**src/hw/rtl/ps2mct_pkg.sv**
```systemverilog
// shared types, constants and helpers for the ps2 mouse cell cursor tracker
`default_nettype none

package ps2mct_pkg;

   // field widths
   localparam int DATA_W  = 8;
   localparam int SET_W   = 11;
   localparam int CELL_W  = 8;
   localparam int BTN_W   = 3;
   localparam int KIND_W  = 2;
   localparam int IDX_W   = 2;
   localparam int CFG_W   = 8;

   // arithmetic widths
   localparam int DELTA_W = 10;   // 9-bit delta, y negated
   localparam int SUM_W   = 11;   // remainder plus delta
   localparam int REM_W   = 9;    // signed remainder
   localparam int QUO_W   = SUM_W + 1;
   localparam int POS_W   = 13;   // cursor plus quotient before clamp
   localparam int NUM_EVT = 4;    // move plus three buttons

   // csr port
   localparam int CSR_DATA_W = 32;
   localparam int CSR_ADDR_W = 4;

   // queue between front and back
   localparam int QUEUE_DEPTH = 2;
   localparam int QPTR_W      = $clog2(QUEUE_DEPTH);
   localparam int QCNT_W      = $clog2(QUEUE_DEPTH + 1);

   // flags byte bits
   localparam int FLAG_SYNC_BIT  = 3;
   localparam int FLAG_XSIGN_BIT = 4;
   localparam int FLAG_YSIGN_BIT = 5;

   // reset values
   localparam logic [CFG_W-1:0]  COLUMNS_RST = 8'd80;
   localparam logic [CFG_W-1:0]  ROWS_RST    = 8'd25;
   localparam logic [CFG_W-1:0]  DIVX_RST    = 8'd9;
   localparam logic [CFG_W-1:0]  DIVY_RST    = 8'd15;
   localparam logic [CELL_W-1:0] COL_RST     = 8'd40;
   localparam logic [CELL_W-1:0] ROW_RST     = 8'd12;

   // operation codes
   localparam logic OP_BYTE = 1'b0;
   localparam logic OP_SET  = 1'b1;

   // event kinds
   localparam logic [KIND_W-1:0] EVT_MOVE    = 2'd0;
   localparam logic [KIND_W-1:0] EVT_PRESS   = 2'd1;
   localparam logic [KIND_W-1:0] EVT_RELEASE = 2'd2;

   // register indexes
   localparam logic [1:0] REG_COLUMNS = 2'd0;
   localparam logic [1:0] REG_ROWS    = 2'd1;
   localparam logic [1:0] REG_DIVX    = 2'd2;
   localparam logic [1:0] REG_DIVY    = 2'd3;

   typedef enum logic [1:0] {
      B_IDLE,
      B_DIVIDE,
      B_APPLY,
      B_EMIT
   } back_state_type;

   typedef struct packed {
      logic [CFG_W-1:0] columns;
      logic [CFG_W-1:0] rows;
      logic [CFG_W-1:0] div_x;
      logic [CFG_W-1:0] div_y;
   } cfg_type;

   typedef struct packed {
      logic                      is_set;
      logic [BTN_W-1:0]          buttons;
      logic signed [DELTA_W-1:0] dx;
      logic signed [DELTA_W-1:0] dy;
      logic signed [SET_W-1:0]   set_x;
      logic signed [SET_W-1:0]   set_y;
   } cmd_type;

   typedef struct packed {
      logic [KIND_W-1:0] event_kind;
      logic [IDX_W-1:0]  button_index;
      logic [CELL_W-1:0] cursor_x;
      logic [CELL_W-1:0] cursor_y;
      logic [BTN_W-1:0]  button_bits;
      logic              last;
   } evt_type;

   // clamp a signed position into 0 .. count-1, zero count acts as one
   function automatic logic [CELL_W-1:0] clamp_cell(input logic signed [POS_W-1:0] v,
                                                    input logic [CFG_W-1:0] count);
      logic [CELL_W-1:0]        hi;
      logic signed [POS_W-1:0]  hi_ext;
      logic [CELL_W-1:0]        res;
      hi     = (count == '0) ? '0 : count - 1'b1;
      hi_ext = $signed({{(POS_W-CELL_W){1'b0}}, hi});
      if (v < 0) begin
         res = '0;
      end else if (v > hi_ext) begin
         res = hi;
      end else begin
         res = v[CELL_W-1:0];
      end
      return res;
   endfunction

endpackage

`default_nettype wire

```
**src/hw/rtl/ps2mct_req_if.sv**
```systemverilog
// request channel: controller bytes and set-position words
`default_nettype none

interface ps2mct_req_if import ps2mct_pkg::*; ();
   logic                    valid;
   logic                    ready;
   logic                    operation;
   logic [DATA_W-1:0]       data_byte;
   logic                    from_aux;
   logic signed [SET_W-1:0] set_x;
   logic signed [SET_W-1:0] set_y;

   modport source (output valid, operation, data_byte, from_aux, set_x, set_y,
                   input ready);
   modport sink   (input valid, operation, data_byte, from_aux, set_x, set_y,
                   output ready);
endinterface

`default_nettype wire

```
**src/hw/rtl/ps2mct_rsp_if.sv**
```systemverilog
// response channel: cursor and button events
`default_nettype none

interface ps2mct_rsp_if import ps2mct_pkg::*; ();
   logic              valid;
   logic              ready;
   logic [KIND_W-1:0] event_kind;
   logic [IDX_W-1:0]  button_index;
   logic [CELL_W-1:0] cursor_x;
   logic [CELL_W-1:0] cursor_y;
   logic [BTN_W-1:0]  button_bits;
   logic              last;

   modport source (output valid, event_kind, button_index, cursor_x, cursor_y,
                   button_bits, last, input ready);
   modport sink   (input valid, event_kind, button_index, cursor_x, cursor_y,
                   button_bits, last, output ready);
endinterface

`default_nettype wire

```
**src/hw/rtl/ps2mct_front.sv**
```systemverilog
// front end: packet assembly, filtering and command building
`default_nettype none

module ps2mct_front import ps2mct_pkg::*; (
   input  wire logic     clock,
   input  wire logic     reset,
   ps2mct_req_if.sink    req_ch,
   input  wire logic     q_full,
   output logic          q_push,
   output cmd_type       q_cmd
);

   logic [1:0]        phase_ff, phase_in;
   logic [DATA_W-1:0] held_ff [2];
   logic              accept;
   logic              is_aux_byte;
   logic              store_byte;
   logic [DATA_W-1:0] flags;
   logic [DELTA_W-1:0] dy_raw;

   assign req_ch.ready = !q_full;
   assign accept       = req_ch.valid && req_ch.ready;
   assign is_aux_byte  = accept && (req_ch.operation == OP_BYTE) && req_ch.from_aux;
   assign store_byte   = is_aux_byte && (phase_ff < 2'd2);
   assign flags        = held_ff[0];

   always_comb begin
      phase_in = phase_ff;
      if (is_aux_byte) begin
         phase_in = store_byte ? phase_ff + 2'd1 : 2'd0;
      end
   end

   // third byte with sync bit set completes a packet
   assign dy_raw = {{(DELTA_W-DATA_W){flags[FLAG_YSIGN_BIT]}}, req_ch.data_byte};

   always_comb begin
      q_cmd.is_set  = (req_ch.operation == OP_SET);
      q_cmd.buttons = flags[BTN_W-1:0];
      q_cmd.dx      = $signed({{(DELTA_W-DATA_W){flags[FLAG_XSIGN_BIT]}}, held_ff[1]});
      q_cmd.dy      = -$signed(dy_raw);
      q_cmd.set_x   = req_ch.set_x;
      q_cmd.set_y   = req_ch.set_y;
      q_push = accept && ((req_ch.operation == OP_SET) ||
               (is_aux_byte && !store_byte && flags[FLAG_SYNC_BIT]));
   end

   always_ff @(posedge clock) begin
      if (reset) begin
         phase_ff <= 2'd0;
      end else begin
         phase_ff <= phase_in;
      end
   end

   always_ff @(posedge clock) begin
      if (store_byte) begin
         held_ff[phase_ff[0]] <= req_ch.data_byte;
      end
   end

endmodule

`default_nettype wire

```
**src/hw/rtl/ps2mct_queue.sv**
```systemverilog
// short command queue between front and back
`default_nettype none

module ps2mct_queue import ps2mct_pkg::*; (
   input  wire logic    clock,
   input  wire logic    reset,
   input  wire logic    push,
   input  wire cmd_type push_cmd,
   output logic         full,
   input  wire logic    pop,
   output logic         head_valid,
   output cmd_type      head_cmd
);

   cmd_type           slot_ff [QUEUE_DEPTH];
   logic [QPTR_W-1:0] wr_ptr_ff, wr_ptr_in;
   logic [QPTR_W-1:0] rd_ptr_ff, rd_ptr_in;
   logic [QCNT_W-1:0] count_ff, count_in;
   logic              do_push, do_pop;

   assign full       = (count_ff == QCNT_W'(QUEUE_DEPTH));
   assign head_valid = (count_ff != '0);
   assign head_cmd   = slot_ff[rd_ptr_ff];
   assign do_push    = push && !full;
   assign do_pop     = pop && head_valid;

   always_comb begin
      wr_ptr_in = wr_ptr_ff;
      rd_ptr_in = rd_ptr_ff;
      count_in  = count_ff;
      if (do_push) begin
         wr_ptr_in = (wr_ptr_ff == QPTR_W'(QUEUE_DEPTH - 1)) ? '0 : wr_ptr_ff + 1'b1;
      end
      if (do_pop) begin
         rd_ptr_in = (rd_ptr_ff == QPTR_W'(QUEUE_DEPTH - 1)) ? '0 : rd_ptr_ff + 1'b1;
      end
      if (do_push && !do_pop) begin
         count_in = count_ff + 1'b1;
      end else if (do_pop && !do_push) begin
         count_in = count_ff - 1'b1;
      end
   end

   always_ff @(posedge clock) begin
      if (reset) begin
         wr_ptr_ff <= '0;
         rd_ptr_ff <= '0;
         count_ff  <= '0;
      end else begin
         wr_ptr_ff <= wr_ptr_in;
         rd_ptr_ff <= rd_ptr_in;
         count_ff  <= count_in;
      end
   end

   always_ff @(posedge clock) begin
      if (do_push) begin
         slot_ff[wr_ptr_ff] <= push_cmd;
      end
   end

endmodule

`default_nettype wire

```
**src/hw/rtl/ps2mct_div.sv**
```systemverilog
// serial signed divider, one quotient bit per cycle, truncates toward zero
`default_nettype none

module ps2mct_div import ps2mct_pkg::*; (
   input  wire logic                    clock,
   input  wire logic                    reset,
   input  wire logic                    start,
   input  wire logic signed [SUM_W-1:0] dividend,
   input  wire logic [CFG_W-1:0]        divisor,
   output logic                         done,
   output logic signed [QUO_W-1:0]      quotient,
   output logic signed [REM_W-1:0]      remainder
);

   localparam int MAG_W = SUM_W;
   localparam int CNT_W = $clog2(MAG_W + 1);

   logic             busy_ff, busy_in;
   logic             done_ff, done_in;
   logic [CNT_W-1:0] cnt_ff, cnt_in;
   logic [MAG_W-1:0] quo_ff, quo_in;
   logic [CFG_W-1:0] rem_ff, rem_in;
   logic [CFG_W-1:0] dvs_ff, dvs_in;
   logic             neg_ff, neg_in;
   logic [CFG_W:0]   trial;
   logic [CFG_W:0]   diff;
   logic             fits;

   assign trial = {rem_ff, quo_ff[MAG_W-1]};
   assign diff  = trial - {1'b0, dvs_ff};
   assign fits  = (trial >= {1'b0, dvs_ff});

   always_comb begin
      busy_in = busy_ff;
      done_in = 1'b0;
      cnt_in  = cnt_ff;
      quo_in  = quo_ff;
      rem_in  = rem_ff;
      dvs_in  = dvs_ff;
      neg_in  = neg_ff;
      if (start) begin
         busy_in = 1'b1;
         cnt_in  = '0;
         quo_in  = dividend[SUM_W-1] ? MAG_W'(-dividend) : MAG_W'(dividend);
         rem_in  = '0;
         dvs_in  = (divisor == '0) ? CFG_W'(1) : divisor;
         neg_in  = dividend[SUM_W-1];
      end else if (busy_ff) begin
         rem_in = fits ? diff[CFG_W-1:0] : trial[CFG_W-1:0];
         quo_in = {quo_ff[MAG_W-2:0], fits};
         cnt_in = cnt_ff + 1'b1;
         if (cnt_ff == CNT_W'(MAG_W - 1)) begin
            busy_in = 1'b0;
            done_in = 1'b1;
         end
      end
   end

   always_ff @(posedge clock) begin
      if (reset) begin
         busy_ff <= 1'b0;
         done_ff <= 1'b0;
      end else begin
         busy_ff <= busy_in;
         done_ff <= done_in;
      end
   end

   always_ff @(posedge clock) begin
      cnt_ff <= cnt_in;
      quo_ff <= quo_in;
      rem_ff <= rem_in;
      dvs_ff <= dvs_in;
      neg_ff <= neg_in;
   end

   // both results take the sign of the dividend
   assign done      = done_ff;
   assign quotient  = neg_ff ? -$signed({1'b0, quo_ff}) : $signed({1'b0, quo_ff});
   assign remainder = neg_ff ? -$signed({1'b0, rem_ff}) : $signed({1'b0, rem_ff});

endmodule

`default_nettype wire

```
**src/hw/rtl/ps2mct_back.sv**
```systemverilog
// back end: remainder division, cursor and button update, event output
`default_nettype none

module ps2mct_back import ps2mct_pkg::*; (
   input  wire logic    clock,
   input  wire logic    reset,
   input  wire cfg_type cfg,
   input  wire logic    q_valid,
   input  wire cmd_type q_cmd,
   output logic         q_pop,
   ps2mct_rsp_if.source rsp_ch
);

   back_state_type state_ff, state_in;

   logic signed [REM_W-1:0] rem_x_ff, rem_x_in;
   logic signed [REM_W-1:0] rem_y_ff, rem_y_in;
   logic [CELL_W-1:0]       col_ff, col_in;
   logic [CELL_W-1:0]       row_ff, row_in;
   logic [BTN_W-1:0]        btn_ff, btn_in;
   logic [BTN_W-1:0]        new_btn_ff, new_btn_in;
   logic [NUM_EVT-1:0]      pend_ff, pend_in;
   evt_type                 out_ff, out_in;
   logic                    out_valid_ff, out_valid_in;

   logic                    div_start;
   logic                    emit_load;
   logic                    slot_free;
   logic                    x_done, y_done;
   logic signed [QUO_W-1:0] qx, qy;
   logic signed [REM_W-1:0] rx, ry;
   logic signed [SUM_W-1:0] sum_x, sum_y;
   logic                    move;
   logic [BTN_W-1:0]        changed;
   logic [NUM_EVT-1:0]      apply_mask;
   logic [NUM_EVT-1:0]      pick;
   logic [NUM_EVT-1:0]      rest;
   logic [CELL_W-1:0]       hi_col;

   assign sum_x = SUM_W'(rem_x_ff) + SUM_W'(q_cmd.dx);
   assign sum_y = SUM_W'(rem_y_ff) + SUM_W'(q_cmd.dy);

   ps2mct_div u_div_x (
      .clock     (clock),
      .reset     (reset),
      .start     (div_start),
      .dividend  (sum_x),
      .divisor   (cfg.div_x),
      .done      (x_done),
      .quotient  (qx),
      .remainder (rx)
   );

   ps2mct_div u_div_y (
      .clock     (clock),
      .reset     (reset),
      .start     (div_start),
      .dividend  (sum_y),
      .divisor   (cfg.div_y),
      .done      (y_done),
      .quotient  (qy),
      .remainder (ry)
   );

   assign slot_free  = !out_valid_ff || rsp_ch.ready;
   assign move       = (qx != '0) || (qy != '0);
   assign changed    = btn_ff ^ new_btn_ff;
   assign apply_mask = {changed, move};
   assign pick       = pend_ff & (~pend_ff + 1'b1);   // lowest pending event
   assign rest       = pend_ff & ~pick;

   // next state
   always_comb begin
      state_in = state_ff;
      unique case (state_ff)
         B_IDLE: begin
            if (q_valid && !q_cmd.is_set) begin
               state_in = B_DIVIDE;
            end
         end
         B_DIVIDE: begin
            if (x_done) begin
               state_in = B_APPLY;
            end
         end
         B_APPLY: begin
            state_in = (apply_mask != '0) ? B_EMIT : B_IDLE;
         end
         B_EMIT: begin
            if (slot_free && (rest == '0)) begin
               state_in = B_IDLE;
            end
         end
         default: state_in = B_IDLE;
      endcase
   end

   // state outputs
   always_comb begin
      q_pop     = 1'b0;
      div_start = 1'b0;
      emit_load = 1'b0;
      unique case (state_ff)
         B_IDLE: begin
            q_pop     = q_valid;
            div_start = q_valid && !q_cmd.is_set;
         end
         B_DIVIDE, B_APPLY: begin
         end
         B_EMIT: begin
            emit_load = slot_free;
         end
         default: begin
         end
      endcase
   end

   // datapath
   always_comb begin
      rem_x_in   = rem_x_ff;
      rem_y_in   = rem_y_ff;
      col_in     = col_ff;
      row_in     = row_ff;
      btn_in     = btn_ff;
      new_btn_in = new_btn_ff;
      pend_in    = pend_ff;
      out_in     = out_ff;
      if (q_pop && q_cmd.is_set) begin
         col_in = clamp_cell(POS_W'(q_cmd.set_x), cfg.columns);
         row_in = clamp_cell(POS_W'(q_cmd.set_y), cfg.rows);
      end
      if (div_start) begin
         new_btn_in = q_cmd.buttons;
      end
      if (state_ff == B_APPLY) begin
         rem_x_in = rx;
         rem_y_in = ry;
         btn_in   = new_btn_ff;
         pend_in  = apply_mask;
         if (move) begin
            col_in = clamp_cell($signed({{(POS_W-CELL_W){1'b0}}, col_ff}) + POS_W'(qx),
                                cfg.columns);
            row_in = clamp_cell($signed({{(POS_W-CELL_W){1'b0}}, row_ff}) + POS_W'(qy),
                                cfg.rows);
         end
      end
      if (emit_load) begin
         pend_in             = rest;
         out_in.cursor_x     = col_ff;
         out_in.cursor_y     = row_ff;
         out_in.button_bits  = btn_ff;
         out_in.last         = (rest == '0);
         out_in.event_kind   = EVT_MOVE;
         out_in.button_index = '0;
         for (int i = 0; i < BTN_W; i++) begin
            if (pick[i+1]) begin
               out_in.event_kind   = btn_ff[i] ? EVT_PRESS : EVT_RELEASE;
               out_in.button_index = IDX_W'(i);
            end
         end
      end
   end

   always_comb begin
      out_valid_in = out_valid_ff;
      if (emit_load) begin
         out_valid_in = 1'b1;
      end else if (rsp_ch.ready) begin
         out_valid_in = 1'b0;
      end
   end

   always_ff @(posedge clock) begin
      if (reset) begin
         state_ff     <= B_IDLE;
         out_valid_ff <= 1'b0;
         rem_x_ff     <= '0;
         rem_y_ff     <= '0;
         col_ff       <= COL_RST;
         row_ff       <= ROW_RST;
         btn_ff       <= '0;
         pend_ff      <= '0;
      end else begin
         state_ff     <= state_in;
         out_valid_ff <= out_valid_in;
         rem_x_ff     <= rem_x_in;
         rem_y_ff     <= rem_y_in;
         col_ff       <= col_in;
         row_ff       <= row_in;
         btn_ff       <= btn_in;
         pend_ff      <= pend_in;
      end
   end

   always_ff @(posedge clock) begin
      new_btn_ff <= new_btn_in;
      out_ff     <= out_in;
   end

   assign rsp_ch.valid        = out_valid_ff;
   assign rsp_ch.event_kind   = out_ff.event_kind;
   assign rsp_ch.button_index = out_ff.button_index;
   assign rsp_ch.cursor_x     = out_ff.cursor_x;
   assign rsp_ch.cursor_y     = out_ff.cursor_y;
   assign rsp_ch.button_bits  = out_ff.button_bits;
   assign rsp_ch.last         = out_ff.last;

   assign hi_col = (cfg.columns == '0) ? '0 : cfg.columns - 1'b1;

`ifndef ASSERT_OFF
   a_div_lockstep: assert property (@(posedge clock) disable iff (reset)
      x_done == y_done)
      else $error("x and y dividers out of step");

   a_packet_divides: assert property (@(posedge clock) disable iff (reset)
      (state_ff == B_IDLE && q_valid && !q_cmd.is_set) |=> (state_ff == B_DIVIDE))
      else $error("packet popped without starting the divide");

   a_emit_has_work: assert property (@(posedge clock) disable iff (reset)
      (state_ff == B_EMIT) |-> (pend_ff != '0))
      else $error("emit state with no pending event");

   a_cursor_clamped: assert property (@(posedge clock) disable iff (reset)
      (state_ff == B_APPLY && move) |=> (col_ff <= hi_col))
      else $error("cursor column beyond range after a move");
`endif

endmodule

`default_nettype wire

```
**src/hw/rtl/ps2_mouse_cell_cursor_tracker.sv**
```systemverilog
// top level: ps2 mouse packet decoder driving a clamped text-cell cursor
//
// req_ch carries one word per controller byte (operation = byte) or per
// set-position request (operation = set). bytes not flagged as aux are
// dropped; three aux bytes form a packet, and packets without the sync
// bit are dropped whole. a set-position word clamps and places the
// cursor and produces no event.
// rsp_ch carries the events of a packet: a move event if the divided x or
// y step is nonzero, then one press or release event per changed button (left,
// right, middle), with last set on the final one.
// a byte or set-position word is taken by the front end while the queue
// is not full; a packet is popped from the queue, run through the serial
// dividers (11 quotient bits, then the done flag), used to update cursor
// and buttons, then its events go in order into the output register,
// each as soon as the register is free.
// a two-entry command queue decouples front and back, so bytes keep
// being taken while a packet is divided or its events wait.
// when rsp_ch stalls, the event holds in the output register and the
// back end waits; once the queue fills, req_ch.ready drops.
// reset (synchronous) restores registers to 80 columns, 25 rows, divisors
// 9 and 15, cursor 40/12, no buttons, zero remainders, empty queue.
`default_nettype none

module ps2_mouse_cell_cursor_tracker import ps2mct_pkg::*; (
   input  wire logic                  clock,
   input  wire logic                  reset,
   ps2mct_req_if.sink                 req_ch,
   ps2mct_rsp_if.source               rsp_ch,
   input  wire logic                  csr_psel,
   input  wire logic                  csr_penable,
   input  wire logic                  csr_pwrite,
   input  wire logic [CSR_ADDR_W-1:0] csr_paddr,
   input  wire logic [CSR_DATA_W-1:0] csr_pwdata,
   output logic [CSR_DATA_W-1:0]      csr_prdata,
   output logic                       csr_pready
);

   cfg_type    cfg_ff, cfg_in;
   logic       csr_write;
   logic [1:0] csr_index;

   // command queue hookup
   logic    q_push, q_full, q_pop, q_valid;
   cmd_type q_push_cmd, q_head_cmd;

   // csr block: register i at byte address 4*i
   assign csr_pready = 1'b1;
   assign csr_write  = csr_psel && csr_penable && csr_pwrite;
   assign csr_index  = csr_paddr[3:2];

   always_comb begin
      cfg_in = cfg_ff;
      if (csr_write) begin
         unique case (csr_index)
            REG_COLUMNS: cfg_in.columns = csr_pwdata[CFG_W-1:0];
            REG_ROWS:    cfg_in.rows    = csr_pwdata[CFG_W-1:0];
            REG_DIVX:    cfg_in.div_x   = csr_pwdata[CFG_W-1:0];
            REG_DIVY:    cfg_in.div_y   = csr_pwdata[CFG_W-1:0];
            default:     cfg_in = cfg_ff;
         endcase
      end
   end

   always_comb begin
      unique case (csr_index)
         REG_COLUMNS: csr_prdata = CSR_DATA_W'(cfg_ff.columns);
         REG_ROWS:    csr_prdata = CSR_DATA_W'(cfg_ff.rows);
         REG_DIVX:    csr_prdata = CSR_DATA_W'(cfg_ff.div_x);
         REG_DIVY:    csr_prdata = CSR_DATA_W'(cfg_ff.div_y);
         default:     csr_prdata = '0;
      endcase
   end

   always_ff @(posedge clock) begin
      if (reset) begin
         cfg_ff.columns <= COLUMNS_RST;
         cfg_ff.rows    <= ROWS_RST;
         cfg_ff.div_x   <= DIVX_RST;
         cfg_ff.div_y   <= DIVY_RST;
      end else begin
         cfg_ff <= cfg_in;
      end
   end

   // front end: packet assembly
   ps2mct_front u_front (
      .clock  (clock),
      .reset  (reset),
      .req_ch (req_ch),
      .q_full (q_full),
      .q_push (q_push),
      .q_cmd  (q_push_cmd)
   );

   // decoupling queue
   ps2mct_queue u_queue (
      .clock      (clock),
      .reset      (reset),
      .push       (q_push),
      .push_cmd   (q_push_cmd),
      .full       (q_full),
      .pop        (q_pop),
      .head_valid (q_valid),
      .head_cmd   (q_head_cmd)
   );

   // back end: divide, update, emit
   ps2mct_back u_back (
      .clock   (clock),
      .reset   (reset),
      .cfg     (cfg_ff),
      .q_valid (q_valid),
      .q_cmd   (q_head_cmd),
      .q_pop   (q_pop),
      .rsp_ch  (rsp_ch)
   );

endmodule

`default_nettype wire

```
**src/flat_wrapper.sv**
```systemverilog
// flat-port wrapper written by rule: the top's interface ports become plain ports
module ps2_mouse_cell_cursor_tracker_flat import ps2mct_pkg::*;
  (clock, reset, csr_psel, csr_penable, csr_pwrite, csr_paddr, csr_pwdata, csr_prdata, csr_pready, req_ch_valid, req_ch_operation, req_ch_data_byte, req_ch_from_aux, req_ch_set_x, req_ch_set_y, req_ch_ready, rsp_ch_valid, rsp_ch_event_kind, rsp_ch_button_index, rsp_ch_cursor_x, rsp_ch_cursor_y, rsp_ch_button_bits, rsp_ch_last, rsp_ch_ready);
  ps2mct_req_if req_ch_i ();
  ps2mct_rsp_if rsp_ch_i ();
  input  wire logic clock;
  input  wire logic reset;
  input  wire logic csr_psel;
  input  wire logic csr_penable;
  input  wire logic csr_pwrite;
  input  wire logic [CSR_ADDR_W-1:0] csr_paddr;
  input  wire logic [CSR_DATA_W-1:0] csr_pwdata;
  output logic [CSR_DATA_W-1:0] csr_prdata;
  output logic csr_pready;
  input wire logic [$bits(req_ch_i.valid)-1:0] req_ch_valid;
  input wire logic [$bits(req_ch_i.operation)-1:0] req_ch_operation;
  input wire logic [$bits(req_ch_i.data_byte)-1:0] req_ch_data_byte;
  input wire logic [$bits(req_ch_i.from_aux)-1:0] req_ch_from_aux;
  input wire logic [$bits(req_ch_i.set_x)-1:0] req_ch_set_x;
  input wire logic [$bits(req_ch_i.set_y)-1:0] req_ch_set_y;
  output wire logic [$bits(req_ch_i.ready)-1:0] req_ch_ready;
  output wire logic [$bits(rsp_ch_i.valid)-1:0] rsp_ch_valid;
  output wire logic [$bits(rsp_ch_i.event_kind)-1:0] rsp_ch_event_kind;
  output wire logic [$bits(rsp_ch_i.button_index)-1:0] rsp_ch_button_index;
  output wire logic [$bits(rsp_ch_i.cursor_x)-1:0] rsp_ch_cursor_x;
  output wire logic [$bits(rsp_ch_i.cursor_y)-1:0] rsp_ch_cursor_y;
  output wire logic [$bits(rsp_ch_i.button_bits)-1:0] rsp_ch_button_bits;
  output wire logic [$bits(rsp_ch_i.last)-1:0] rsp_ch_last;
  input wire logic [$bits(rsp_ch_i.ready)-1:0] rsp_ch_ready;
  assign req_ch_i.valid = req_ch_valid;
  assign req_ch_i.operation = req_ch_operation;
  assign req_ch_i.data_byte = req_ch_data_byte;
  assign req_ch_i.from_aux = req_ch_from_aux;
  assign req_ch_i.set_x = req_ch_set_x;
  assign req_ch_i.set_y = req_ch_set_y;
  assign req_ch_ready = req_ch_i.ready;
  assign rsp_ch_valid = rsp_ch_i.valid;
  assign rsp_ch_event_kind = rsp_ch_i.event_kind;
  assign rsp_ch_button_index = rsp_ch_i.button_index;
  assign rsp_ch_cursor_x = rsp_ch_i.cursor_x;
  assign rsp_ch_cursor_y = rsp_ch_i.cursor_y;
  assign rsp_ch_button_bits = rsp_ch_i.button_bits;
  assign rsp_ch_last = rsp_ch_i.last;
  assign rsp_ch_i.ready = rsp_ch_ready;
  ps2_mouse_cell_cursor_tracker u_core (.clock(clock), .reset(reset), .req_ch(req_ch_i), .rsp_ch(rsp_ch_i), .csr_psel(csr_psel), .csr_penable(csr_penable), .csr_pwrite(csr_pwrite), .csr_paddr(csr_paddr), .csr_pwdata(csr_pwdata), .csr_prdata(csr_prdata), .csr_pready(csr_pready));
endmodule
```
**config.mk**
```make
export PLATFORM = sky130hd
export DESIGN_NAME = ps2_mouse_cell_cursor_tracker_flat
export DESIGN_NICKNAME = d
export VERILOG_FILES = /design/src/hw/rtl/ps2mct_pkg.sv /design/src/hw/rtl/ps2mct_req_if.sv /design/src/hw/rtl/ps2mct_rsp_if.sv /design/src/hw/rtl/ps2mct_front.sv /design/src/hw/rtl/ps2mct_queue.sv /design/src/hw/rtl/ps2mct_div.sv /design/src/hw/rtl/ps2mct_back.sv /design/src/hw/rtl/ps2_mouse_cell_cursor_tracker.sv /design/src/flat_wrapper.sv
export SDC_FILE = /design/constraint.sdc
export NUM_CORES = 1
export LEC_CHECK = 0
export BUFFER_PORTS_ARGS = -buffer_cell sky130_fd_sc_hd__buf_2
export CORE_MARGIN = 8
export CORE_UTILIZATION = 55
export CTS_CLUSTER_SIZE = 14
export DETAILED_ROUTE_END_ITERATION = 10
export GPL_TIMING_DRIVEN = 0
export PLACE_DENSITY_LB_ADDON = 0.05
export SLEW_MARGIN = 10
export SYNTH_ARGS = -nofsm -noshare
export SYNTH_HDL_FRONTEND = slang
export SYNTH_HIERARCHICAL = 1
export SYNTH_SLANG_ARGS = --single-unit
```
**constraint.sdc**
```tcl
create_clock -name clock -period 9.5 [get_ports clock]
set_clock_uncertainty 0.05 [all_clocks]
set_input_delay 0.95 -clock clock [delete_from_list [all_inputs] [get_ports clock]]
set_output_delay 0.95 -clock clock [all_outputs]
set_load 0.02 [all_outputs]
```
==> results of run 1 <==
-- how the worst min path moves through the flow --
stage / startpoint / endpoint / cells past startpoint
after floorplan: u_core/u_front/held_ff[1][0] / u_core/u_queue/slot_ff[0][32] / 0
after global placement: u_core/u_front/held_ff[1][4] / u_core/u_queue/slot_ff[0][36] / 0
after detailed placement: u_core/u_front/held_ff[1][6] / u_core/u_queue/slot_ff[1][38] / 0
after CTS: u_core/u_front/held_ff[1][6] / u_core/u_queue/slot_ff[1][38] / 0
after global routing: u_core/u_front/held_ff[1][6] / u_core/u_queue/slot_ff[1][38] / 0
final: u_core/u_front/held_ff[1][6] / u_core/u_queue/slot_ff[1][38] / 0
-- placed cells by master (no fill, tap or decap), types with 9 or more instances in the layout --
cell type,count
conb_1,25
dfxtp_1,110
xnor2_1,59
inv_1,101
o211ai_1,9
buf_4,67
o21ai_0,70
a311oi_1,12
edfxtp_1,173
a21o_1,20
mux2i_1,55
nand3_1,30
nand2_1,122
buf_2,65
nor2b_1,27
nor3b_1,11
clkbuf_16,31
nor4_1,14
nor3_1,16
o31ai_1,13
nor2_1,140
ha_1,98
nand2b_1,50
clkbuf_1,54
or3_1,25
xor2_1,37
a21oi_1,112
a211oi_1,9
mux2_2,51
o22ai_1,11
-- layer usage --
metal / wire length, um / track usage, % / vias to the layer above / share of wire, %
li1: - / - / 6100 / -
met4: 641 / 4.86 / 0 / 1.6
met3: 2050 / 2.47 / 42 / 5.1
met1: 18800 / 30.6 / 6009 / 46
met2: 19000 / 36.3 / 278 / 47
met5: 0 / 0 / - / 0
-- power groups by stage --
stage	Sequential [mW]	Combinational [mW]	Clock (mW)
after global routing	1.76	2.71	1.30
after floorplan	1.69	1.88	0
after global placement	1.76	2.35	0
final	1.74	2.46	1.23
after detailed placement	1.76	2.42	0
after CTS	1.73	2.44	1.25
-- final cells by class --
type	instances	area (sq um)	share of cell area, %
Multi-Input combinational cell	1167	8310	44.4
Sequential cell	283	7400	39.5
Clock buffer	42	847	4.52
Buffer	125	758	4.05
Tap cell	396	495	2.65
Inverter	102	383	2.05
Timing Repair Buffer	61	343	1.83
Clock inverter	14	191	1.02
-- state kept, by name, indices dropped and copies added, names as in the netlist, 8 cells and up, named ones only --
signal                         cells
u_core/u_queue/slot_ff            92
u_core/cfg_ff                     32
u_core/u_front/held_ff            14
u_core/u_back/u_div_x/quo_ff      11
u_core/u_back/u_div_y/quo_ff      11
u_core/u_back/rem_x_ff             9
u_core/u_back/rem_y_ff             9
u_core/u_back/col_ff               8
u_core/u_back/row_ff               8
u_core/u_back/rsp_ch.cursor_x      8
u_core/u_back/rsp_ch.cursor_y      8
u_core/u_back/u_div_x/dvs_ff       8
u_core/u_back/u_div_x/rem_ff       8
u_core/u_back/u_div_y/dvs_ff       8
u_core/u_back/u_div_y/rem_ff       8
-- worst max-delay path, stage by stage (launching register included) --
cell and delay, ns:
edfxtp_1 0.49, clkbuf_1 0.31, clkbuf_1 0.34, o21ai_0 0.72, inv_1 0.14, fa_1 0.47
nand2b_1 0.21, nand2_1 0.09, a21oi_1 0.08, xnor2_1 0.28, ha_1 0.31, nand3_1 0.10
nor2_1 0.06, nor2_1 0.10, nand3_1 0.11, mux2_2 0.31, o2111ai_4 0.17, mux2_2 0.39
a221o_1 0.33
-- stage by stage --
stage,instance area [sq um],setup WS [ns]
after floorplan,16800,5.51
after global placement,17600,4.41
after detailed placement,17700,4.41
after CTS,18700,4.37
after global routing,18700,4.03
final,18700,4.30
==> out/metrics.cfg, run 1 <==
[outcome]
status=finished, final reports clean

[synth]
ys_warn_count=6
syn_inst=1654
synthesis.area_sq_mm=0.0167
synth.avg_cell_area_sq_um=10.1

[finish]
postLayoutCoreUtil_pct=61.8
layout-drive-gt1-share_pct=15.7
fill_cells=2589
final_cells=2190
antenna_cells=0
syn_to_final_growth_pct=11.8
nNetsFinal=1949

[worst_hold_path]
hold_path_class=flip-flop to flip-flop

[pwr]
powerDensity_mw_per_mm2=289
pwr-share-clk_pct=22.6
seqPwrFrac_pct=32.1
p_leak_nw=7.43
switchingPower_mw=2.10
p_int_mw=3.32
total_power_mw=5.42
sw_frac_of_total_pct=38.7
irDropWorstVdd_mv=0.249
p_comb_share_pct=45.3

[detailed_routing]
routed_via_density=5.68
drt_wl_total_um=40500
antenna_left=0
dr.pass1.iters=5
drtIter0Drc=985
vias=12429
drc=0
routedWlPerCell_um=18.5

[sta]
fin_setup_tns_ns=0
hold_violations=0
slew_violations=0
fmax_mhz=192
setup_viol=0
finalCritPeriodShare_pct=54.7
max_slew_margin_pct=32.7
hold_slack_ns=0.396
period_minus_slack_ns=5.20
worstMarginPinSlew_ns=1.01
rsz0062_at_grt=no

[clocking]
clkTransAtPathRegs_ns=0.06
cts-resized-gates=0
cts_tree=yes
cts_setup_buffers=0
cts.sink_count=283
htreeDepth=1
postCtsHoldBufs=0
cts_buffers=30
cts.path.max_buffers=3
cts-root-buf=clkbuf_16
clkLatencyLatePin_ns=0.56

[setup_path]
ff2ff_path_depth=18
startpoint=u_core/u_back/u_div_x/neg_ff
cp-start-kind=flip-flop
r2r-start=u_core/u_back/u_div_x/neg_ff
setup.worst_path.end_class=flip-flop
path_max_fanout=10
crit_end=u_core/u_back/col_ff[5]
reg2reg_slack_ns=4.30
timing.rr.end=u_core/u_back/col_ff[5]
crit_arrival_ns=5.59
worstPathRequired_ns=9.89
path_class=flip-flop to flip-flop

[floorplanning]
ioPinCount=134
coreArea_sq_mm=0.0303
die_h_um=191
die_x_um=191
row_count=64
initial_core_util_pct=55.3
die-area_sq_mm=0.0363

[place]
hpwl_um=31300
gp_congestion=0.921
dp_cells=2134
io_buffers=59

[grt]
antenna_found_initial=0
groute.usage.overall_pct=22.0
grt.overflow.total=0
grt_max_degree=47
grt_pass1_vias=11969
grt_first_pass_wirelength_um=64300

[job]
cap_violations=0

Power figures use the tool's default switching activity.
==> run 2, diff against run 1 <==
clock period = 5.35 ns   (was 9.5 ns; I/O delays follow)
==> run 2 against run 1 <==
  * First-iteration DRC count fell by 4.6%
  * Largest power group unchanged
  * Via count rose by 0.19%
  * Combinational power rose by 78%
  * Hold slack got worse by 0.28 ns
==> out/metrics.cfg, run 2 (synthesized netlist as in run 1, its figures left out) <==
[outcome]
status=finished, final reports clean  ; unchanged

[pwr]
pwr-share-clk_pct=22.6  ; about the same
switchingPower_mw=3.72  ; was 2.10 mW
irDropWorstVdd_mv=0.443  ; was 0.249 mV
powerDensity_mw_per_mm2=514  ; was 289 mW/mm^2
p_int_mw=5.90  ; was 3.32 mW
sw_frac_of_total_pct=38.7  ; about the same
seqPwrFrac_pct=32.0  ; was 32.1%
total_power_mw=9.63  ; was 5.42 mW
p_leak_nw=7.43  ; about the same
p_comb_share_pct=45.3  ; about the same

[detailed_routing]
vias=12452  ; was 12429
drtIter0Drc=940  ; was 985
antenna_left=0  ; unchanged
dr.pass1.iters=5  ; unchanged
routedWlPerCell_um=18.5  ; about the same
drt_wl_total_um=40600  ; was 40500 um
routed_via_density=5.69  ; was 5.68
drc=0  ; unchanged

[finish]
layout_commonest_cell=edfxtp_1  ; unchanged
top_register=u_core/u_queue/slot_ff  ; unchanged
layout-drive-gt1-share_pct=15.7  ; about the same
largest_reg_flops=92  ; unchanged
nNetsFinal=1949  ; unchanged
fill_cells=2590  ; was 2589
antenna_cells=0  ; unchanged
syn_to_final_growth_pct=11.8  ; about the same
layout_common_cells=edfxtp_1 (173), nor2_1 (140), nand2_1 (122), a21oi_1 (112), dfxtp_1 (110)  ; unchanged

[grt]
groute.usage.overall_pct=22.0  ; unchanged
grt_first_pass_wirelength_um=64300  ; unchanged
grt.overflow.total=0  ; unchanged
antenna_found_initial=0  ; unchanged
grt_max_degree=47  ; unchanged
grt_pass1_vias=11969  ; unchanged

[clocking]
cts-root-buf=clkbuf_16  ; unchanged
clkLatencyLatePin_ns=0.56  ; about the same
cts_tree=yes  ; unchanged
cts-resized-gates=0  ; unchanged
clkTransAtPathRegs_ns=0.06  ; about the same
cts.sink_count=283  ; unchanged
cts.path.max_buffers=3  ; unchanged
cts_buffers=30  ; unchanged
postCtsHoldBufs=0  ; unchanged
htreeDepth=1  ; unchanged
cts_setup_buffers=0  ; unchanged

[worst_hold_path]
hold_path_depth=1  ; was 0
worstHoldStart=req_ch_set_y[2]  ; was u_core/u_front/held_ff[1][6]
hold_path_class=primary input to flip-flop  ; was flip-flop to flip-flop
worst_hold_path.endpoint=u_core/u_queue/slot_ff[0][2]  ; was u_core/u_queue/slot_ff[1][38]

[sta]
period_minus_slack_ns=4.99  ; was 5.20 ns
hold_slack_ns=0.116  ; was 0.396 ns
worstMarginPinSlew_ns=1.02  ; was 1.01 ns
max_slew_margin_pct=31.7  ; was 32.7%
finalCritPeriodShare_pct=93.3  ; was 54.7%
setup_viol=0  ; unchanged
rsz0062_at_grt=no  ; unchanged
fin_setup_tns_ns=0  ; unchanged
fmax_mhz=200  ; was 192 MHz
hold_violations=0  ; unchanged
slew_violations=0  ; unchanged

[job]
cap_violations=0  ; unchanged

[floorplanning]
die_x_um=191  ; unchanged
coreArea_sq_mm=0.0303  ; unchanged
row_count=64  ; unchanged
die-area_sq_mm=0.0363  ; unchanged
initial_core_util_pct=55.3  ; unchanged
ioPinCount=134  ; unchanged
die_h_um=191  ; unchanged

[setup_path]
path_max_fanout=10  ; unchanged
crit_arrival_ns=5.39  ; was 5.59 ns
ff2ff_path_depth=18  ; unchanged
setup.worst_path.end_class=flip-flop  ; unchanged
cp-start-kind=flip-flop  ; unchanged
reg2reg_slack_ns=0.36  ; was 4.30 ns
timing.rr.end=u_core/u_back/col_ff[5]  ; unchanged
worstPathRequired_ns=5.75  ; was 9.89 ns
r2r-start=u_core/u_back/u_div_x/neg_ff  ; unchanged
path_class=flip-flop to flip-flop  ; unchanged

[place]
gp_congestion=0.921  ; unchanged
io_buffers=59  ; unchanged
hpwl_um=31300  ; unchanged

-- run 2: cell counts in the layout (fill, tap and decap cells not counted) --
Identical to the previous run, type by type.
-- run 2: worst max path at each step --
stage	to	cells after the start	start
after global routing	u_core/u_back/col_ff[5]	19	u_core/u_back/u_div_x/neg_ff
final	u_core/u_back/col_ff[5]	18	u_core/u_back/u_div_x/neg_ff
after detailed placement	u_core/u_back/col_ff[5]	18	u_core/u_back/u_div_x/neg_ff
after floorplan	u_core/u_back/row_ff[2]	19	u_core/u_back/u_div_y/neg_ff
after CTS	u_core/u_back/col_ff[5]	18	u_core/u_back/u_div_x/neg_ff
after global placement	u_core/u_back/u_div_x/quo_ff[8]	7	flip-flop
-- run 2: power groups by stage --
stage | Combinational [mW] | Sequential, mW | Clock (mW)
3_3_place_gp | 4.17 | 3.13 | 0
4_1_cts | 4.33 | 3.08 | 2.22
5_1_grt | 4.82 | 3.13 | 2.31
3_5_place_dp | 4.29 | 3.12 | 0
2_1_floorplan | 3.35 | 3.01 | 0
6_report | 4.37 | 3.08 | 2.18
-- run 2: layer usage --
metal	GRT usage [%]	part of all wire, %	vias to the layer above	wire length, um
met4	4.86	1.7	0	687
met5	0	0	-	0
met3	2.47	5.4	48	2180
li1	-	-	6102	-
met2	36.3	47	310	19000
met1	30.6	46	5992	18700
-- run 2: stage by stage --
stage                     utilization (%)  std cells  setup WS [ns]  area [sq um]
after floorplan                         -       1677           1.36         16800
after global placement               58.2       2132          0.262         17600
after detailed placement             58.4       2134          0.263         17700
after CTS                            61.8       2190          0.222         18700
after global routing                 61.9       2190          0.110         18700
final                                61.9       2190          0.361         18700
-- run 2: critical path, cell delays in order, from the launching register on --
cell,delay [ns]
edfxtp_1,0.47
clkbuf_1,0.48
clkbuf_2,0.38
nand2_1,0.08
o21ai_1,0.27
inv_1,0.12
fa_1,0.46
nand2b_1,0.21
nand2_1,0.09
a21oi_1,0.08
xnor2_1,0.28
ha_1,0.31
a211oi_1,0.22
o21ai_0,0.13
nand3_1,0.13
mux2_2,0.19
o2111ai_4,0.24
mux2_2,0.36
a221o_1,0.33
-- run 2: layout make-up --
class	instances	area [sq um]	area share [%]
Multi-Input combinational cell	1167	8310	44.4
Tap cell	396	495	2.65
Clock inverter	14	191	1.02
Buffer	125	759	4.06
Timing Repair Buffer	61	343	1.83
Clock buffer	42	847	4.52
Inverter	102	383	2.05
Sequential cell	283	7400	39.5
==> run 3, diff against run 2 <==
CTS_BUF_LIST = sky130_fd_sc_hd__clkbuf_8   (was default)
==> run 3 against run 2 <==
  * Fmax up 0.43%
  * Setup slack better by 0.021 ns
  * Sequential share of layout area rose by 0.16 points
  * Hold slack got worse by 0.020 ns
  * Non-clock buffer count is the same
  * Sequential cell count did not move
  * Clock power fell by 12%
==> out/metrics.cfg, run 3 (synthesized netlist as in run 1, its figures left out) <==
[clocking]
clkLatencyLatePin_ns=0.57  ; was 0.56 ns
cts.path.max_buffers=3  ; unchanged
clkTransAtPathRegs_ns=0.06  ; about the same
cts-resized-gates=0  ; unchanged
cts-root-buf=clkbuf_8  ; was clkbuf_16
cts_buffers=48  ; was 30
cts.sink_count=283  ; unchanged
htreeDepth=2  ; was 1
postCtsHoldBufs=0  ; unchanged
cts_tree=yes  ; unchanged
cts_setup_buffers=0  ; unchanged

[grt]
grt.overflow.total=0  ; unchanged
grt_first_pass_wirelength_um=64800  ; was 64300 um
grt_max_degree=47  ; unchanged
grt_pass1_vias=12125  ; was 11969
antenna_found_initial=0  ; unchanged
groute.usage.overall_pct=22.2  ; was 22.0%

[pwr]
irDropWorstVdd_mv=0.334  ; was 0.443 mV
powerDensity_mw_per_mm2=502  ; was 514 mW/mm^2
total_power_mw=9.37  ; was 9.63 mW
p_leak_nw=7.51  ; was 7.43 nW

[sta]
rsz0062_at_grt=no  ; unchanged
finalCritPeriodShare_pct=92.9  ; was 93.3%
fin_setup_tns_ns=0  ; unchanged
setup_viol=0  ; unchanged
slew_violations=0  ; unchanged
period_minus_slack_ns=4.97  ; was 4.99 ns
fmax_mhz=201  ; was 200 MHz
worstMarginPinSlew_ns=1.00  ; was 1.02 ns
max_slew_margin_pct=33.0  ; was 31.7%
hold_violations=0  ; unchanged

[place]
postPlaceCellArea_sq_mm=0.0177  ; unchanged
io_buffers=59  ; unchanged
hpwl_um=31300  ; unchanged
dp_cells=2134  ; unchanged
gp_congestion=0.921  ; unchanged

[floorplanning]
row_count=64  ; unchanged
coreArea_sq_mm=0.0303  ; unchanged
ioPinCount=134  ; unchanged
initial_core_util_pct=55.3  ; unchanged
die-area_sq_mm=0.0363  ; unchanged
die_x_um=191  ; unchanged
die_h_um=191  ; unchanged

[detailed_routing]
drtIter0Drc=922  ; was 940
dr.pass1.iters=5  ; unchanged
routed_via_density=5.65  ; was 5.69
vias=12573  ; was 12452
routedWlPerCell_um=18.4  ; was 18.5 um
drt_wl_total_um=41000  ; was 40600 um
drc=0  ; unchanged
antenna_left=0  ; unchanged

[outcome]
status=finished, final reports clean  ; unchanged

[worst_hold_path]
hold_path_depth=1  ; unchanged
worst_hold_path.endpoint=u_core/u_queue/slot_ff[0][0]  ; was u_core/u_queue/slot_ff[0][2]
hold_path_class=primary input to flip-flop  ; unchanged
worstHoldStart=req_ch_set_y[0]  ; was req_ch_set_y[2]

[finish]
stdcell_area_sq_mm=0.0186  ; was 0.0187 sq mm
top_register=u_core/u_queue/slot_ff  ; unchanged
layout_commonest_cell=edfxtp_1  ; unchanged
layout-drive-gt1-share_pct=16.6  ; was 15.7%
final_cells=2224  ; was 2190
layout_common_cells=edfxtp_1 (173), nor2_1 (140), inv_1 (124), nand2_1 (122), a21oi_1 (112)  ; was edfxtp_1 (173), nor2_1 (140), nand2_1 (122), a21oi_1 (112), dfxtp_1 (110)
antenna_cells=0  ; unchanged
largest_reg_flops=92  ; unchanged
syn_to_final_growth_pct=11.3  ; was 11.8%
nNetsFinal=1967  ; was 1949

[setup_path]
path_class=flip-flop to flip-flop  ; unchanged
setup.worst_path.end_class=flip-flop  ; unchanged
reg2reg_slack_ns=0.38  ; was 0.36 ns
path_max_fanout=10  ; unchanged
timing.rr.end=u_core/u_back/row_ff[2]  ; was u_core/u_back/col_ff[5]
cp-start-kind=flip-flop  ; unchanged
r2r-start=u_core/u_back/u_div_y/neg_ff  ; was u_core/u_back/u_div_x/neg_ff
worstPathRequired_ns=5.76  ; was 5.75 ns
ff2ff_path_depth=19  ; was 18
crit_arrival_ns=5.38  ; was 5.39 ns

[job]
cap_violations=0  ; unchanged

-- run 3: changes by cell type in the layout (fill, tap and decap cells not counted) --
cell / change
clkinvlp_4: -1
bufinv_16: -4
clkinv_1: -3
clkbuf_8: +55
inv_6: +3
inv_1: +23
clkbuf_16: -31
clkbuf_1: -8
-- run 3: where the power goes --
group | internal [mW] | leakage, nW | switching, mW | total (mW)
logic | 1.81 | 4.46 | 2.56 | 4.37
registers | 2.75 | 2.47 | 0.331 | 3.09
clock network | 1.03 | 0.582 | 0.873 | 1.91
-- run 3: metrics by stage --
step | worst slack (ns) | util (%) | hold slack (ns)
2_1_floorplan | 1.36 | - | 0.371
3_3_place_gp | 0.262 | 58.2 | 0.372
3_5_place_dp | 0.263 | 58.4 | 0.384
4_1_cts | 0.200 | 61.6 | 0.0693
5_1_grt | 0.0961 | 61.6 | 0.0686
6_report | 0.382 | 61.6 | 0.0960
-- run 3: metal layers --
| layer | vias to the layer above | global-route usage, % | wire (um) |
|---|---|---|---|
| met1 | 6052 | 30.7 | 18700 |
| met3 | 49 | 2.96 | 2250 |
| li1 | 6143 | - | - |
| met2 | 329 | 36.3 | 19100 |
| met5 | - | 0 | 0 |
| met4 | 0 | 5.79 | 846 |
-- run 3: worst max-delay path: stages, from the launching register on --
cell and delay, ns:
edfxtp_1 0.43, clkbuf_1 0.41, clkbuf_1 0.44, nand2_1 0.08
o21ai_0 0.21, inv_1 0.12, fa_1 0.45, nor2b_1 0.18
o21a_1 0.13, nor2_1 0.04, xnor2_1 0.24, ha_1 0.30
nor3_1 0.17, nor2_1 0.07, o41ai_1 0.08, a311oi_1 0.10
a311oi_1 0.42, o21ai_2 0.23, mux2_1 0.36, a221o_1 0.34
-- run 3: worst max-delay path by stage --
| stage | to | depth (start not counted) | slack, ns | start |
|---|---|---|---|---|
| 4_1_cts | u_core/u_back/col_ff[5] | 18 | 0.20 | u_core/u_back/u_div_x/neg_ff |
| 3_5_place_dp | u_core/u_back/col_ff[5] | 18 | 0.26 | u_core/u_back/u_div_x/neg_ff |
| 3_3_place_gp | u_core/u_back/u_div_x/quo_ff[8] | 7 | 0.26 | flip-flop |
| 6_report | u_core/u_back/row_ff[2] | 19 | 0.38 | u_core/u_back/u_div_y/neg_ff |
| 5_1_grt | u_core/u_back/col_ff[5] | 19 | 0.1 | u_core/u_back/u_div_x/neg_ff |
| 2_1_floorplan | u_core/u_back/row_ff[2] | 19 | 1.36 | u_core/u_back/u_div_y/neg_ff |
-- run 3: final cells by class --
type                            instances  area [sq um]
Tap cell                              396           495
Sequential cell                       283          7400
Clock inverter                         32           165
Fill cell                            2625         11600
Clock buffer                           58           798
Multi-Input combinational cell       1167          8310
Inverter                              102           383
Timing Repair Buffer                   61           343
Buffer                                125           759
